--- config.mk ---
export PLATFORM = sky130hd
export DESIGN_NAME = cthc_mul
export DESIGN_NICKNAME = d
export VERILOG_FILES = /design/src/sv/cthc_pkg.sv /design/src/sv/cthc_mul.sv
export SDC_FILE = /design/constraint.sdc
export NUM_CORES = 2
export LEC_CHECK = 0
export BUFFER_PORTS_ARGS = -buffer_cell sky130_fd_sc_hd__buf_2
export CORE_MARGIN = 5
export CORE_UTILIZATION = 45
export CTS_CLUSTER_DIAMETER = 150
export DETAILED_ROUTE_END_ITERATION = 12
export GPL_TIMING_DRIVEN = 1
export HOLD_SLACK_MARGIN = 0.08
export SYNTH_ARGS = -nofsm -noshare
export SYNTH_HDL_FRONTEND = slang
export SYNTH_SLANG_ARGS = --single-unit
--- constraint.sdc ---
create_clock -name clk -period 15.25 [get_ports clk]
set_input_delay 4.575 -clock clk [delete_from_list [all_inputs] [get_ports clk]]
set_output_delay 4.575 -clock clk [all_outputs]
set_load 0.1 [all_outputs]
--- src/sv/cthc_pkg.sv ---
// ----------------------------------------------------------------------------
// cthc_pkg
// Shared constants, types and the arctangent table of the compass heading unit.
// ----------------------------------------------------------------------------
package cthc_pkg;

	localparam int CORDIC_STEPS = 16;
	localparam int ATAN_ENTRIES = 24;
	localparam int STEPS        = (CORDIC_STEPS < ATAN_ENTRIES) ? CORDIC_STEPS : ATAN_ENTRIES;
	localparam int CNT_W        = $clog2(STEPS + 1);

	localparam int XY_W   = 52;
	localparam int Z_W    = 34;
	localparam int MUL_W  = 34;
	localparam int PROD_W = 2 * MUL_W;

	localparam logic signed [Z_W-1:0]  QUARTER_TURN = 34'sd1073741824;
	localparam logic signed [Z_W-1:0]  HALF_TURN    = 34'sd2147483648;
	localparam logic signed [XY_W-1:0] INV_GAIN_Q30 = 52'sd652032874;
	localparam logic signed [MUL_W-1:0] FULL_CIRCLE = 34'sd46080;
	localparam logic signed [17:0]     HALF_CIRCLE  = 18'sd23040;
	localparam logic signed [17:0]     FULL_CIRC18  = 18'sd46080;

	typedef struct packed {
		logic load;
		logic vec;
	} cthc_cordic_ctl_t;

	typedef enum logic [2:0] {
		ST_IDLE,
		ST_ROTP,
		ST_ROTR,
		ST_MUL,
		ST_VLOAD,
		ST_VEC,
		ST_SCALE,
		ST_ROUND
	} cthc_state_t;

	function automatic logic signed [Z_W-1:0] atan_lut(input logic [CNT_W-1:0] i);
		logic signed [Z_W-1:0] r;
		unique case (5'(i))
			5'd0:  r = 34'sd536870912;
			5'd1:  r = 34'sd316933406;
			5'd2:  r = 34'sd167458907;
			5'd3:  r = 34'sd85004756;
			5'd4:  r = 34'sd42667331;
			5'd5:  r = 34'sd21354465;
			5'd6:  r = 34'sd10679838;
			5'd7:  r = 34'sd5340245;
			5'd8:  r = 34'sd2670163;
			5'd9:  r = 34'sd1335087;
			5'd10: r = 34'sd667544;
			5'd11: r = 34'sd333772;
			5'd12: r = 34'sd166886;
			5'd13: r = 34'sd83443;
			5'd14: r = 34'sd41722;
			5'd15: r = 34'sd20861;
			5'd16: r = 34'sd10430;
			5'd17: r = 34'sd5215;
			5'd18: r = 34'sd2608;
			5'd19: r = 34'sd1304;
			5'd20: r = 34'sd652;
			5'd21: r = 34'sd326;
			5'd22: r = 34'sd163;
			5'd23: r = 34'sd81;
			default: r = '0;
		endcase
		return r;
	endfunction

endpackage

--- src/sv/cthc_mul.sv ---
// ----------------------------------------------------------------------------
// cthc_mul
// Shared signed multiplier with a registered product.
// ----------------------------------------------------------------------------
module cthc_mul import cthc_pkg::*; (
	input  logic                     clk,
	input  logic signed [MUL_W-1:0]  a,
	input  logic signed [MUL_W-1:0]  b,
	output logic signed [PROD_W-1:0] prod_s1
);

	always_ff @(posedge clk) begin
		prod_s1 <= a * b;
	end

endmodule

; ---- After elaboration in Yosys (flattened, before gate mapping)
; Index checks and enable logic that the tools add are counted.
[totals]
mem_count = 0
out_inout_bits = 68
elab_cells = 2
latchBits = 0
mem_bits_ro = 0
input_bits = 69
reg_bits = 68
mem_bits_rw = 0
[op_classes]
n_bitwise = 0
muxes = 0
add_sub_neg = 0
eq_ne = 0
n_lt_le_gt_ge = 0
multipliers = 1
shifts = 0
reduce_logical = 0
n_div = 0
[ops]
columns = op, count
row1 = 34-bit by 34-bit multiplier with 68-bit output, 1

; ---- Longest topological paths before layout
[depth]
ltp_word = 1
mapped_depth = 31
depth_no_buf = 29

; ---- Worst setup path before layout
; OpenSTA, ideal clock, no wires.
[synth_path]
path_kind = input port to flip-flop
from = input a[33]
to = register prod_s1[65]
t_required_ns = 15.178
path_buffers = 2
path_slack_ns = 3.185
arrival_time_ns = 11.993
setup_time_ns = 0.072
path_stages = 24
path_cell_list = clkbuf_1 > nand2_1 > inv_1 > fa_1 > fa_1 > fa_1 > fa_1 > inv_1 > fa_1 > fa_1 > fa_1 > fa_1 > inv_1 > ha_1 > clkdlybuf4s50_2 > nand3_1 > or2_2 > nor2_1 > a221oi_1 > o21ai_0 > a31oi_2 > nor2_2 > o41ai_2 > xnor2_1
[synth_via]
elab_chain_cells = 1
[synth_rtl]
columns = item, line
row1 = "start, declared", cthc_mul.sv:7  ; input logic signed [MUL_W-1:0] a,
row2 = 34-bit by 34-bit multiplier with 68-bit output, cthc_mul.sv:13  ; prod_s1 <= a * b;
row3 = "end signal, assigned", cthc_mul.sv:13
row4 = "end, declared", cthc_mul.sv:9  ; output logic signed [PROD_W-1:0] prod_s1
; No other way between the ends.

; ---- Final worst setup path
[layout_path]
from = input b[7]
to = register prod_s1[66]
[layout_via]
elab_chain_cells = 1
[layout_rtl]
columns = item, line
row1 = "start, declared", cthc_mul.sv:8  ; input logic signed [MUL_W-1:0] b,
row2 = 34-bit by 34-bit multiplier with 68-bit output, cthc_mul.sv:13
; No other way between the ends.

==> run metrics <==
Root Driver=clkbuf_16; initial core utilization=45.3%; cell depth of the worst hold path=2; fin. max-slew vios=0; commonest non-fill, non-tap cell in the layout=fa_1; Max-slew headroom=31.7%; crit-path max FO=34; Hold Path End=prod_s1[0]; initial antenna violation count=10; worst hold path type=input pin to flop; Avg Cell Area, Syn=9.45 µm²; post-DR wirelength/cell=between 20 and 25 µm; CTS tree=done; CTS sink cnt=68; Syn Inst Count=4554; gpl congestion=0.927; final worst-path cycle share=a little over four fifths; Synth Flop Type=dfxtp_1; CP Capture Type=flop; worst hold start=a[0]; synthesized cell area=0.0430 mm²; Post-synth EDFFs=0; Yosys cell types=69; Die Wd=319 µm; Longest Clk Path Bufs=2; fin nets=6016; fmax=0.0785 GHz; Req. time, crit path=15.59 ns; Largest Register=prod_s1; Clock transition at path regs=0.06 ns; hpwl dp=between 90 and 100 mm; Post-CTS Hold Fix Bufs=0; DRT Pass-1 Iters=5; RSZ-0062 raised after global routing=no; crit path DAT=between 10 and 15 ns; htree depth=3; Seq/Total Area, Yosys=3.16%; biggest regs=prod_s1: 68 flops; cts bufs inserted=9; CP Launch Type=input pin; # rows=113; final setup fails=0; vias per cell=5.14; DR iter-0 viols=1896; Hold Fails Final Rpt=0; die height=approximately 320 µm; status=finished clean; Synthesized Nets=6068; core area=0.0950 mm²; Port Buf Inserts=136; Worst Max-Slew Pin Slew=1.02 ns; Async S/R FF share, synth=0%; vias in the first global route=33300; #FFs+latches synth=68; overall routing resource usage=24.6%; largest net degree at the start of global routing=35; Post-CTS Resized=0; min Tclk post-route=12.73 ns; max FFs per register=68; first-pass GRT wire length=193 mm; FILL cells=9167; Synth warnings=0; DRC violations left=0; die footprint=between 0.1 and 0.15 mm²; postcts setup bufs=0; layout cell share with drive strength beyond 1=4.66%; Final TNS setup=0 ns; vias=29700; commonest cells after routing, fill and taps aside=fa_1, inv_1, and2_1; drt total wl=between 100 and 150 mm; synthesis-to-layout area growth=4.41%; GRT Residual Overflow=0; maxcap violations=0; antenna-violating nets left=0; Setup CP Type=input pin to flop; IO Count=around 140
-- kinds of logic after synthesis --
| family | after synthesis | synth area share [%] |
|---|---|---|
| flops | 68 | 3.16 |
| fa+ha+maj | 1445 | 63.7 |
| compound gates | 206 | 3.35 |
| xor+xnor | 79 | 1.61 |
| simple gates | 1296 | 15.4 |
| buf+inv | 1460 | 12.8 |
-- critical path: stages --
cell	delay (ns)
buf_2	0.70
nand2_1	0.28
inv_1	0.16
fa_1	0.41
inv_1	0.25
fa_1	0.55
inv_1	0.18
fa_1	0.48
fa_1	1.21
fa_1	0.59
fa_1	0.51
fa_1	0.51
inv_1	0.05
fa_1	0.48
inv_1	0.04
ha_1	0.36
and2_1	0.24
and3_1	0.20
a221oi_1	0.29
o41ai_1	0.19
a31oi_4	0.25
o31ai_4	0.13
a221oi_2	0.27
xnor2_1	0.14
-- cells in the mapped netlist, types with 2 or more instances --
cell type / instances / share of area, %
nand2_1: 542 / 4.7
xor2_1: 23 / 0.47
o41ai_1: 3 / 0.061
and2_2: 2 / 0.035
a2111o_1: 2 / 0.052
and2_1: 621 / 9.0
nand2b_1: 20 / 0.29
a21oi_2: 2 / 0.041
o21a_1: 4 / 0.070
and4_1: 2 / 0.041
fa_1: 1241 / 58
a31oi_2: 2 / 0.058
and3_1: 5 / 0.073
a221oi_1: 3 / 0.061
nand4_1: 11 / 0.16
a21oi_1: 61 / 0.71
o31ai_4: 2 / 0.099
a211oi_1: 6 / 0.10
nor3_1: 5 / 0.058
clkbuf_2: 2 / 0.023
o21ai_2: 2 / 0.041
nand3_1: 11 / 0.13
buf_1: 2 / 0.017
nor2_2: 2 / 0.029
xnor2_1: 56 / 1.1
buf_2: 2 / 0.023
dfxtp_1: 68 / 3.2
o221ai_1: 2 / 0.041
or2_2: 4 / 0.058
o211ai_1: 3 / 0.052
nor2_1: 54 / 0.47
and3_2: 3 / 0.052
nor2b_1: 9 / 0.13
o21bai_1: 12 / 0.21
o21ai_0: 31 / 0.36
clkbuf_1: 214 / 1.9
ha_1: 204 / 5.9
a21o_1: 37 / 0.65
buf_4: 4 / 0.070
a31oi_1: 7 / 0.10
a211o_1: 2 / 0.041
inv_1: 1231 / 11
o41ai_2: 3 / 0.11
o21ai_1: 7 / 0.081
-- per-stage QoR --
stage	hold slack [ns]	std cells	utilization [%]	area [µm²]	setup slack (ns)
global route	4.76	5772	47.3	44900	2.10
finish	4.77	5774	47.3	44900	2.52
floorplan	4.70	4554	-	43000	3.18
detailed placement	5.13	5756	47.0	44600	2.14
CTS	4.74	5772	47.3	44900	2.54
global placement	5.13	5756	47.0	44600	2.30
-- how the worst max path moves through the flow --
| stage | to | slack (ns) | start |
|---|---|---|---|
| after floorplan | prod_s1[65] | 3.18 | a[33] |
| after global placement | prod_s1[67] | 2.30 | b[11] |
| final | prod_s1[66] | 2.52 | b[7] |
| after CTS | prod_s1[66] | 2.54 | b[7] |
| after global routing | prod_s1[65] | 2.10 | b[7] |
| after detailed placement | prod_s1[66] | 2.14 | b[7] |
-- final cells by class --
class / instances / area, µm² / area share, %
clock buffers: 12 / 236 / 0.526
multi-input cells: 3026 / 36100 / 80.5
repair buffers: 165 / 898 / 2.00
flip-flops and latches: 68 / 1360 / 3.03
diodes: 2 / 5.00 / 0.0111
well taps: 1265 / 1580 / 3.52
inverters: 1232 / 4620 / 10.3
clock inverters: 4 / 73.8 / 0.164
-- per-layer routing --
metal | wire [µm] | global-route usage, % | vias up
met2 | 56600 | 39.7 | 1027
met1 | 50100 | 33.6 | 15700
met4 | 4360 | 8.04 | 6
met3 | 9090 | 5.11 | 222
li1 | - | - | 12700
met5 | 46 | 0 | -
Power is left out: the tool's default activity adds up to more than one toggle a clock period on the data nets, which glitch-free logic cannot reach.
