### config.mk
export PLATFORM = sky130hd
export DESIGN_NAME = cthc_cordic
export DESIGN_NICKNAME = d
export VERILOG_FILES = /design/src/sv/cthc_pkg.sv /design/src/sv/cthc_cordic.sv
export SDC_FILE = /design/constraint.sdc
export NUM_CORES = 1
export LEC_CHECK = 0
export ABC_AREA = 1
export BUFFER_PORTS_ARGS = -buffer_cell sky130_fd_sc_hd__buf_4
export CAP_MARGIN = 20
export CORE_ASPECT_RATIO = 1.1
export CORE_MARGIN = 3
export CORE_UTILIZATION = 25
export CTS_BUF_LIST = sky130_fd_sc_hd__clkbuf_4
export DETAILED_ROUTE_END_ITERATION = 16
export GPL_TIMING_DRIVEN = 0
export PLACE_DENSITY = 0.4
export SETUP_SLACK_MARGIN = 0.3
export SYNTH_ARGS = -nofsm -noshare
export SYNTH_HDL_FRONTEND = slang
export SYNTH_SLANG_ARGS = --single-unit
### constraint.sdc
create_clock -name clk -period 13.7 [get_ports clk]
set_input_delay 2.74 -clock clk [delete_from_list [all_inputs] [get_ports clk]]
set_output_delay 2.74 -clock clk [all_outputs]
set_load 0.03 [all_outputs]
### src/sv/cthc_pkg.sv
// ----------------------------------------------------------------------------
// cthc_pkg
// Shared constants, types and the arctangent table of the compass heading unit.
// ----------------------------------------------------------------------------
package cthc_pkg;

	localparam int CORDIC_STEPS = 16;
	localparam int ATAN_ENTRIES = 24;
	localparam int STEPS        = (CORDIC_STEPS < ATAN_ENTRIES) ? CORDIC_STEPS : ATAN_ENTRIES;
	localparam int CNT_W        = $clog2(STEPS + 1);

	localparam int XY_W   = 52;
	localparam int Z_W    = 34;
	localparam int MUL_W  = 34;
	localparam int PROD_W = 2 * MUL_W;

	localparam logic signed [Z_W-1:0]  QUARTER_TURN = 34'sd1073741824;
	localparam logic signed [Z_W-1:0]  HALF_TURN    = 34'sd2147483648;
	localparam logic signed [XY_W-1:0] INV_GAIN_Q30 = 52'sd652032874;
	localparam logic signed [MUL_W-1:0] FULL_CIRCLE = 34'sd46080;
	localparam logic signed [17:0]     HALF_CIRCLE  = 18'sd23040;
	localparam logic signed [17:0]     FULL_CIRC18  = 18'sd46080;

	typedef struct packed {
		logic load;
		logic vec;
	} cthc_cordic_ctl_t;

	typedef enum logic [2:0] {
		ST_IDLE,
		ST_ROTP,
		ST_ROTR,
		ST_MUL,
		ST_VLOAD,
		ST_VEC,
		ST_SCALE,
		ST_ROUND
	} cthc_state_t;

	function automatic logic signed [Z_W-1:0] atan_lut(input logic [CNT_W-1:0] i);
		logic signed [Z_W-1:0] r;
		unique case (5'(i))
			5'd0:  r = 34'sd536870912;
			5'd1:  r = 34'sd316933406;
			5'd2:  r = 34'sd167458907;
			5'd3:  r = 34'sd85004756;
			5'd4:  r = 34'sd42667331;
			5'd5:  r = 34'sd21354465;
			5'd6:  r = 34'sd10679838;
			5'd7:  r = 34'sd5340245;
			5'd8:  r = 34'sd2670163;
			5'd9:  r = 34'sd1335087;
			5'd10: r = 34'sd667544;
			5'd11: r = 34'sd333772;
			5'd12: r = 34'sd166886;
			5'd13: r = 34'sd83443;
			5'd14: r = 34'sd41722;
			5'd15: r = 34'sd20861;
			5'd16: r = 34'sd10430;
			5'd17: r = 34'sd5215;
			5'd18: r = 34'sd2608;
			5'd19: r = 34'sd1304;
			5'd20: r = 34'sd652;
			5'd21: r = 34'sd326;
			5'd22: r = 34'sd163;
			5'd23: r = 34'sd81;
			default: r = '0;
		endcase
		return r;
	endfunction

endpackage

### src/sv/cthc_cordic.sv
// ----------------------------------------------------------------------------
// cthc_cordic
// Shared CORDIC stage, one micro-rotation per cycle, rotation or vectoring.
// ----------------------------------------------------------------------------
module cthc_cordic import cthc_pkg::*; (
	input  logic                    clk,
	input  logic                    arst_n,
	input  cthc_cordic_ctl_t        ctl,
	input  logic signed [XY_W-1:0]  x_in,
	input  logic signed [XY_W-1:0]  y_in,
	input  logic signed [Z_W-1:0]   z_in,
	output logic signed [XY_W-1:0]  x_q,
	output logic signed [XY_W-1:0]  y_q,
	output logic signed [Z_W-1:0]   z_q,
	output logic                    done
);

	logic [CNT_W-1:0]       cnt_q;
	logic                   vec_q;
	logic                   ccw;
	logic signed [XY_W-1:0] xs, ys;
	logic signed [Z_W-1:0]  a;

	assign xs   = x_q >>> cnt_q;
	assign ys   = y_q >>> cnt_q;
	assign a    = atan_lut(cnt_q);
	assign ccw  = vec_q ? y_q[XY_W-1] : !z_q[Z_W-1];
	assign done = (cnt_q == CNT_W'(STEPS));

	always_ff @(posedge clk or negedge arst_n) begin
		if (!arst_n) begin
			cnt_q <= CNT_W'(STEPS);
			vec_q <= 1'b0;
		end else if (ctl.load) begin
			cnt_q <= '0;
			vec_q <= ctl.vec;
		end else if (cnt_q != CNT_W'(STEPS)) begin
			cnt_q <= cnt_q + 1'b1;
		end
	end

	always_ff @(posedge clk) begin
		if (ctl.load) begin
			x_q <= x_in;
			y_q <= y_in;
			z_q <= z_in;
		end else if (cnt_q != CNT_W'(STEPS)) begin
			if (ccw) begin
				x_q <= x_q - ys;
				y_q <= y_q + xs;
				z_q <= z_q - a;
			end else begin
				x_q <= x_q + ys;
				y_q <= y_q - xs;
				z_q <= z_q + a;
			end
		end
	end

endmodule

==> Yosys cells after proc, flatten, opt, wreduce, memory -nomap -nowiden <==
Memories as Yosys holds them, arrays and structs flattened.
Cells that the tools add are included.
{ "op_classes": {"add_sub_neg": 7, "eq_ne": 2, "shift": 2, "muxes": 12, "reduce_logical": 2} }
{ "op_table": {"columns": ["op", "count"], "rows": [
  ["$mux 52", 6],
  ["$add 52x52->52", 2],
  ["$sshr 52x5->52", 2],
  ["$sub 52x52->52", 2],
  ["$mux 34", 3],
  ["$add 34x34->34", 1],
  ["$sub 34x34->34", 1],
  ["$mux 5", 2],
  ["$add 5x1->5 const B", 1],
  ["$eq 5x5->1 const B", 1],
  ["$ne 5x5->1 const B", 1],
  ["$reduce_bool 2->1", 1],
  ["$logic_not 1->1", 1],
  ["$mux 1", 1]
]} }
{ "totals": {"regBits": 144, "rom_bits": 960, "input_bits": 142, "out_inout_bits": 139, "wordCells": 31, "memories": 1} }
{ "memory_table": {"columns": ["name", "depth", "word_bits", "read_ports", "rd_ports_with_merged_regs", "wr", "line_no", "text"], "rows": [
  ["(name not given)", 32, 30, 1, 0, 0, "cthc_pkg.sv:42", "unique case (5'(i))"]
]} }

==> Depth between registers and ports, before layout <==
{ "depth": {"ltp_word": 5, "mapped_depth": 39, "ltp_nobuf": 38} }

==> Worst setup path before layout <==
OpenSTA, ideal clock, no wires.
{ "synth_path": {"path_kind": "input -> register", "from": "input port ctl[1] (netlist name)", "to": "register x_q[0], enable pin", "setup_ns": 1.186, "arrival_ns": 5.527, "required_time_ns": 12.514, "path_slack_ns": 6.987, "path_stages": 4, "n_path_buf": 2, "cell_sequence": "clkbuf_1 > inv_2 > clkbuf_1 > nand2_1"} }
{ "synth_via": {"elab_chain_len": 1} }
{ "synth_lines": {"columns": ["element", "line_no", "text"], "rows": [
  ["start: declaration", "cthc_cordic.sv:8", "input cthc_cordic_ctl_t ctl,"],
  ["$reduce_bool 2->1 (no source line)", null, null],
  ["end signal: assignment", "cthc_cordic.sv:44", "x_q <= x_in;"],
  ["end signal: assignment", "cthc_cordic.sv:49", "x_q <= x_q - ys;"],
  ["end signal: assignment", "cthc_cordic.sv:53", "x_q <= x_q + ys;"],
  ["end: declaration", "cthc_cordic.sv:12", "output logic signed [XY_W-1:0] x_q,"]
]} }
Every way passes these cells.
A chain may end at the register's enable or synchronous reset.

==> Worst setup path in the final report <==
{ "layout_path": {"from": "register cnt_q[0]", "to": "register y_q[46] (data pin)"} }
{ "layout_via": {"elab_chain_len": 5, "elab_cells_between_ends": 6, "cone_classes": "2 x add/sub; 1 x shift; 3 x mux"} }
{ "layout_lines": {"columns": ["element", "line_no", "text"], "rows": [
  ["start: declaration", "cthc_cordic.sv:18", "logic [CNT_W-1:0] cnt_q;"],
  ["start signal: assignment", "cthc_cordic.sv:32", "cnt_q <= CNT_W'(STEPS);"],
  ["start signal: assignment", "cthc_cordic.sv:38", "cnt_q <= cnt_q + 1'b1;"],
  ["$sshr 52x5->52 *", "cthc_cordic.sv:24", "assign xs = x_q >>> cnt_q;"],
  ["$sub 52x52->52 / $add 52x52->52 (equally long branches)", "cthc_cordic.sv:54, cthc_cordic.sv:50", null],
  ["$mux 52 *", "cthc_cordic.sv:48", "if (ccw) begin"],
  ["$mux 52 *", "cthc_cordic.sv:47", "end else if (cnt_q != CNT_W'(STEPS)) begin"],
  ["$mux 52 *", "cthc_cordic.sv:43", "if (ctl.load) begin"],
  ["end signal: assignment", "cthc_cordic.sv:45", "y_q <= y_in;"],
  ["end signal: assignment", "cthc_cordic.sv:50", "y_q <= y_q + xs;"],
  ["end signal: assignment", "cthc_cordic.sv:54", "y_q <= y_q - xs;"],
  ["end: declaration", "cthc_cordic.sv:13", "output logic signed [XY_W-1:0] y_q,"]
]} }
Mark *: on every way between the ends. The rest lies on a longest branch, timed or not. The select of a mux whose other input is x is not followed.

==> report_table.html <==
<table>
<tr><th>Metric</th><th>Value</th></tr>
<tr><th colspan="2">Placement</th></tr>
<tr><td>Last weighted congestion value of the routability-driven placer</td><td>1.01</td></tr>
<tr><td>DP HPWL</td><td>130000 um</td></tr>
<tr><td>IO Port Bufs</td><td>279</td></tr>
<tr><th colspan="2">Die</th></tr>
<tr><td>Starting Density</td><td>25.3%</td></tr>
<tr><td>Top-level port count</td><td>281</td></tr>
<tr><td>Core area</td><td>0.0979 mm2</td></tr>
<tr><td>Standard-cell rows</td><td>120</td></tr>
<tr><td>Die width</td><td>306 um</td></tr>
<tr><td>Die area</td><td>0.103 mm2</td></tr>
<tr><td>Die Y</td><td>336 um</td></tr>
<tr><th colspan="2">STA</th></tr>
<tr><td>RSZ-0062 raised after global routing</td><td>false</td></tr>
<tr><td>Slew at the pin closest to its max-slew limit</td><td>1200 ps</td></tr>
<tr><td>Worst-case clock skew</td><td>71.2 ps</td></tr>
<tr><td>Tmin final</td><td>6600 ps</td></tr>
<tr><td>Headroom to the max-slew limit</td><td>20.2%</td></tr>
<tr><td>Final number of hold-violating endpoints</td><td>0</td></tr>
<tr><td>Final setup violation count</td><td>0</td></tr>
<tr><td>Final max-slew violation count</td><td>0</td></tr>
<tr><td>Max Clk Rate</td><td>0.152 GHz</td></tr>
<tr><td>Final worst-path cycle share</td><td>48.2%</td></tr>
<tr><td>Setup TNS Final</td><td>0 ps</td></tr>
<tr><th colspan="2">Critical path</th></tr>
<tr><td>Data required time of the worst path</td><td>14450 ps</td></tr>
<tr><td>Element type at the critical path end</td><td>flip-flop</td></tr>
<tr><td>Data arrival time at the worst-slack endpoint</td><td>7340 ps</td></tr>
<tr><td>Most Frequent Cell on Critical Path</td><td>nand2_1</td></tr>
<tr><td>Worst path slowest cell</td><td>xnor2_1</td></tr>
<tr><td>Class of the most critical setup path</td><td>reg2reg</td></tr>
<tr><td>Source of the critical timing path</td><td>cnt_q[0]</td></tr>
<tr><td>Largest fanout of any net on the critical path</td><td>10</td></tr>
<tr><td>Largest stage delay on the critical path</td><td>770 ps</td></tr>
<tr><td>Nature of the critical path startpoint</td><td>flip-flop</td></tr>
<tr><td>Launch point of the worst reg-to-reg path</td><td>cnt_q[0]</td></tr>
<tr><th colspan="2">Yosys</th></tr>
<tr><td>Synthesized area per cell</td><td>5.85 um2</td></tr>
<tr><td>Synthesized instance count</td><td>4236</td></tr>
<tr><td>Number of storage elements in the synthesis netlist</td><td>144</td></tr>
<tr><td>Number of distinct standard cells referenced by the synthesized netlist</td><td>63</td></tr>
<tr><td>Mapped cell area</td><td>0.0248 mm2</td></tr>
<tr><td>Post-synthesis sequential area ratio</td><td>17.3%</td></tr>
<tr><td>Leading register cell type out of synthesis</td><td>edfxtp_1</td></tr>
<tr><td>Synth Net Count</td><td>4530</td></tr>
<tr><td>Warning count from the yosys run</td><td>0</td></tr>
<tr><td>Top post-synthesis cells by area</td><td>nand2_1, edfxtp_1, nand3_1</td></tr>
<tr><td>Portion of synthesized cell area occupied by the leading cell type</td><td>21.7%</td></tr>
<tr><td>Post-synth EDFFs</td><td>138</td></tr>
<tr><td>Share of flip-flops with an asynchronous set or reset after synthesis</td><td>4.17%</td></tr>
<tr><td>Library cell with the largest summed area after synthesis</td><td>nand2_1</td></tr>
<tr><th colspan="2">GRT</th></tr>
<tr><td>Global route overflow</td><td>0</td></tr>
<tr><td>Maximum number of pins on one net before global-route repair</td><td>57</td></tr>
<tr><td>Initial antenna violation count</td><td>2</td></tr>
<tr><td>First-pass GRT wire length</td><td>217000 um</td></tr>
<tr><td>Overall Global Routing Usage</td><td>29.4%</td></tr>
<tr><td>Vias in the first global route</td><td>29.7k</td></tr>
<tr><th colspan="2">Finish</th></tr>
<tr><td>Fill count</td><td>11.4k</td></tr>
<tr><td>Commonest non-fill, non-tap cells in the layout</td><td>nand2_1, nand3_1, nor2_1</td></tr>
<tr><td>Share of cells above drive strength 1</td><td>13.8%</td></tr>
<tr><td>Commonest non-fill, non-tap cell in the layout</td><td>nand2_1</td></tr>
<tr><td>Net total in the final layout</td><td>4841</td></tr>
<tr><td>Area delta synth-&gt;final</td><td>17.3%</td></tr>
<tr><th colspan="2">Routing</th></tr>
<tr><td>Final antenna-violating net count</td><td>0</td></tr>
<tr><td>Total via count after detailed routing</td><td>30.7k</td></tr>
<tr><td>WL final</td><td>156000 um</td></tr>
<tr><td>Average wire per cell in the routed design</td><td>26.6 um</td></tr>
<tr><td>Detailed-route vias per instance</td><td>5.25</td></tr>
<tr><td>First-iteration detailed-routing DRC count</td><td>2720</td></tr>
<tr><td>Total iterations of the first detailed-routing run</td><td>5</td></tr>
<tr><td>DR DRC count</td><td>0</td></tr>
<tr><th colspan="2">Clock network</th></tr>
<tr><td>CTS tree</td><td>built</td></tr>
<tr><td>Post-CTS repair timing setup buffer count</td><td>0</td></tr>
<tr><td>Clock-pin slew reported for the worst setup and hold paths after clock tree synthesis</td><td>210 ps</td></tr>
<tr><td>Insertion delay to the later sink of the worst-skew pair</td><td>980 ps</td></tr>
<tr><td>Library cell used as clock root buffer</td><td>clkbuf_4</td></tr>
<tr><td>Number of buffers created by CTS</td><td>17</td></tr>
<tr><td>Max H-tree Level</td><td>4</td></tr>
<tr><td>Number of hold buffers added after CTS</td><td>0</td></tr>
<tr><td>Resized Gates After CTS</td><td>0</td></tr>
<tr><td>Clk sink count</td><td>144</td></tr>
<tr><td>Worst-case clock buffer depth</td><td>2</td></tr>
<tr><th colspan="2">Min path</th></tr>
<tr><td>Worst min path class</td><td>reg2reg</td></tr>
<tr><td>Source of the worst hold timing path</td><td>vec_q</td></tr>
<tr><th colspan="2">Run status</th></tr>
<tr><td>Run status</td><td>finished, final reports clean</td></tr>
<tr><th colspan="2">Run</th></tr>
<tr><td>Max-cap violations</td><td>0</td></tr>
</table>
## registers in the layout, indices dropped and copies added (netlist names)
signal and cells:
cnt_q 5, vec_q 1, x_q 52, y_q 52, z_q 34
## worst paths after layout
check | to | slack [ps] | depth (start not counted)
worst max-delay path | y_q[46] | 7100 | 30
worst min-delay path | vec_q | 540 | 2
min in group asynchronous | cnt_q[1] | 1530 | 1
max in group asynchronous | cnt_q[4] | 11920 | 1
worst min register to register | vec_q | 540 | 2
worst max register to register | y_q[46] | 7100 | 30
## area by class of cell
cell class                      instances  area (um2)  share of cell area (%)
Inverter                              333        1260                    4.32
Multi-Input combinational cell       3595       18300                    63.0
Clock inverter                         15         188                   0.646
Tap cell                             1281        1600                    5.51
Antenna cell                            8        20.0                  0.0689
Timing Repair Buffer                  292        2330                    8.01
Sequential cell                       144        4300                    14.8
Buffer                                164         921                    3.17
Clock buffer                           17         128                   0.439
## stage by stage
stage / instances / setup slack (ps) / cell area (um2) / hold WS [ps] / util, %
after CTS: 5840 / 7160 / 29000 / 540 / 29.7
after detailed placement: 5808 / 7210 / 28700 / 494 / 29.3
final: 5849 / 7100 / 29100 / 541 / 29.7
after global routing: 5846 / 6810 / 29100 / 614 / 29.7
after global placement: 5796 / 3680 / 28500 / 493 / 29.1
after floorplan: 4236 / 6990 / 24800 / 466 / -
## worst max-delay path, delay by kind of cell (launching register included)
kind                       cells  cell delay, ps
AOI/OAI and AO/OA              5             680
adders and majority gates      2             650
and+or+nand+nor               16            2480
xor gates and xnor gates       1             770
DFF                            1             610
buffers and inverters          6            1160
## cell usage after synthesis, types with 7 or more instances
master and instances:
nand2_1 1435, nand3_1 709, nor2_1 343, inv_1 307, a21oi_1 194, o21ai_0 178
ha_1 149, edfxtp_1 138, xor2_1 96, or2_2 80, buf_2 51, xnor2_1 48
clkbuf_1 44, nor3_1 39, a31oi_1 36, a21o_1 31, nand2_2 28, nand4_1 28
o21ai_1 28, buf_1 25, buf_4 25, nand3_2 25, inv_2 21, buf_6 19
nor2_2 18, o21a_1 13, o21bai_1 13, nand3b_1 12, o31ai_1 9, a21boi_0 8
o22ai_1 7
## routing by layer
metal | GRT usage, % | vias to the layer above | share of wire, %
met4 | 16.7 | 0 | 6.2
li1 | - | 14773 | -
met2 | 48.4 | 1062 | 45
met5 | 0 | - | 0
met3 | 3.66 | 228 | 5.3
met1 | 37.3 | 14638 | 43
## cell families (layout without fill, tap and decap cells)
logic type	after synthesis	count (layout)	share of synthesized area, %
fa+ha+maj	152	152	7.76
flops	144	144	17.3
xor+xnor	144	144	5.09
other cells	0	8	0
buf+inv	497	821	8.76
simple gates	2751	2751	48.6
compound gates	548	548	12.5
Power is not shown: default switching activity piles up to over one toggle a cycle in this logic, so the estimate is an artifact.
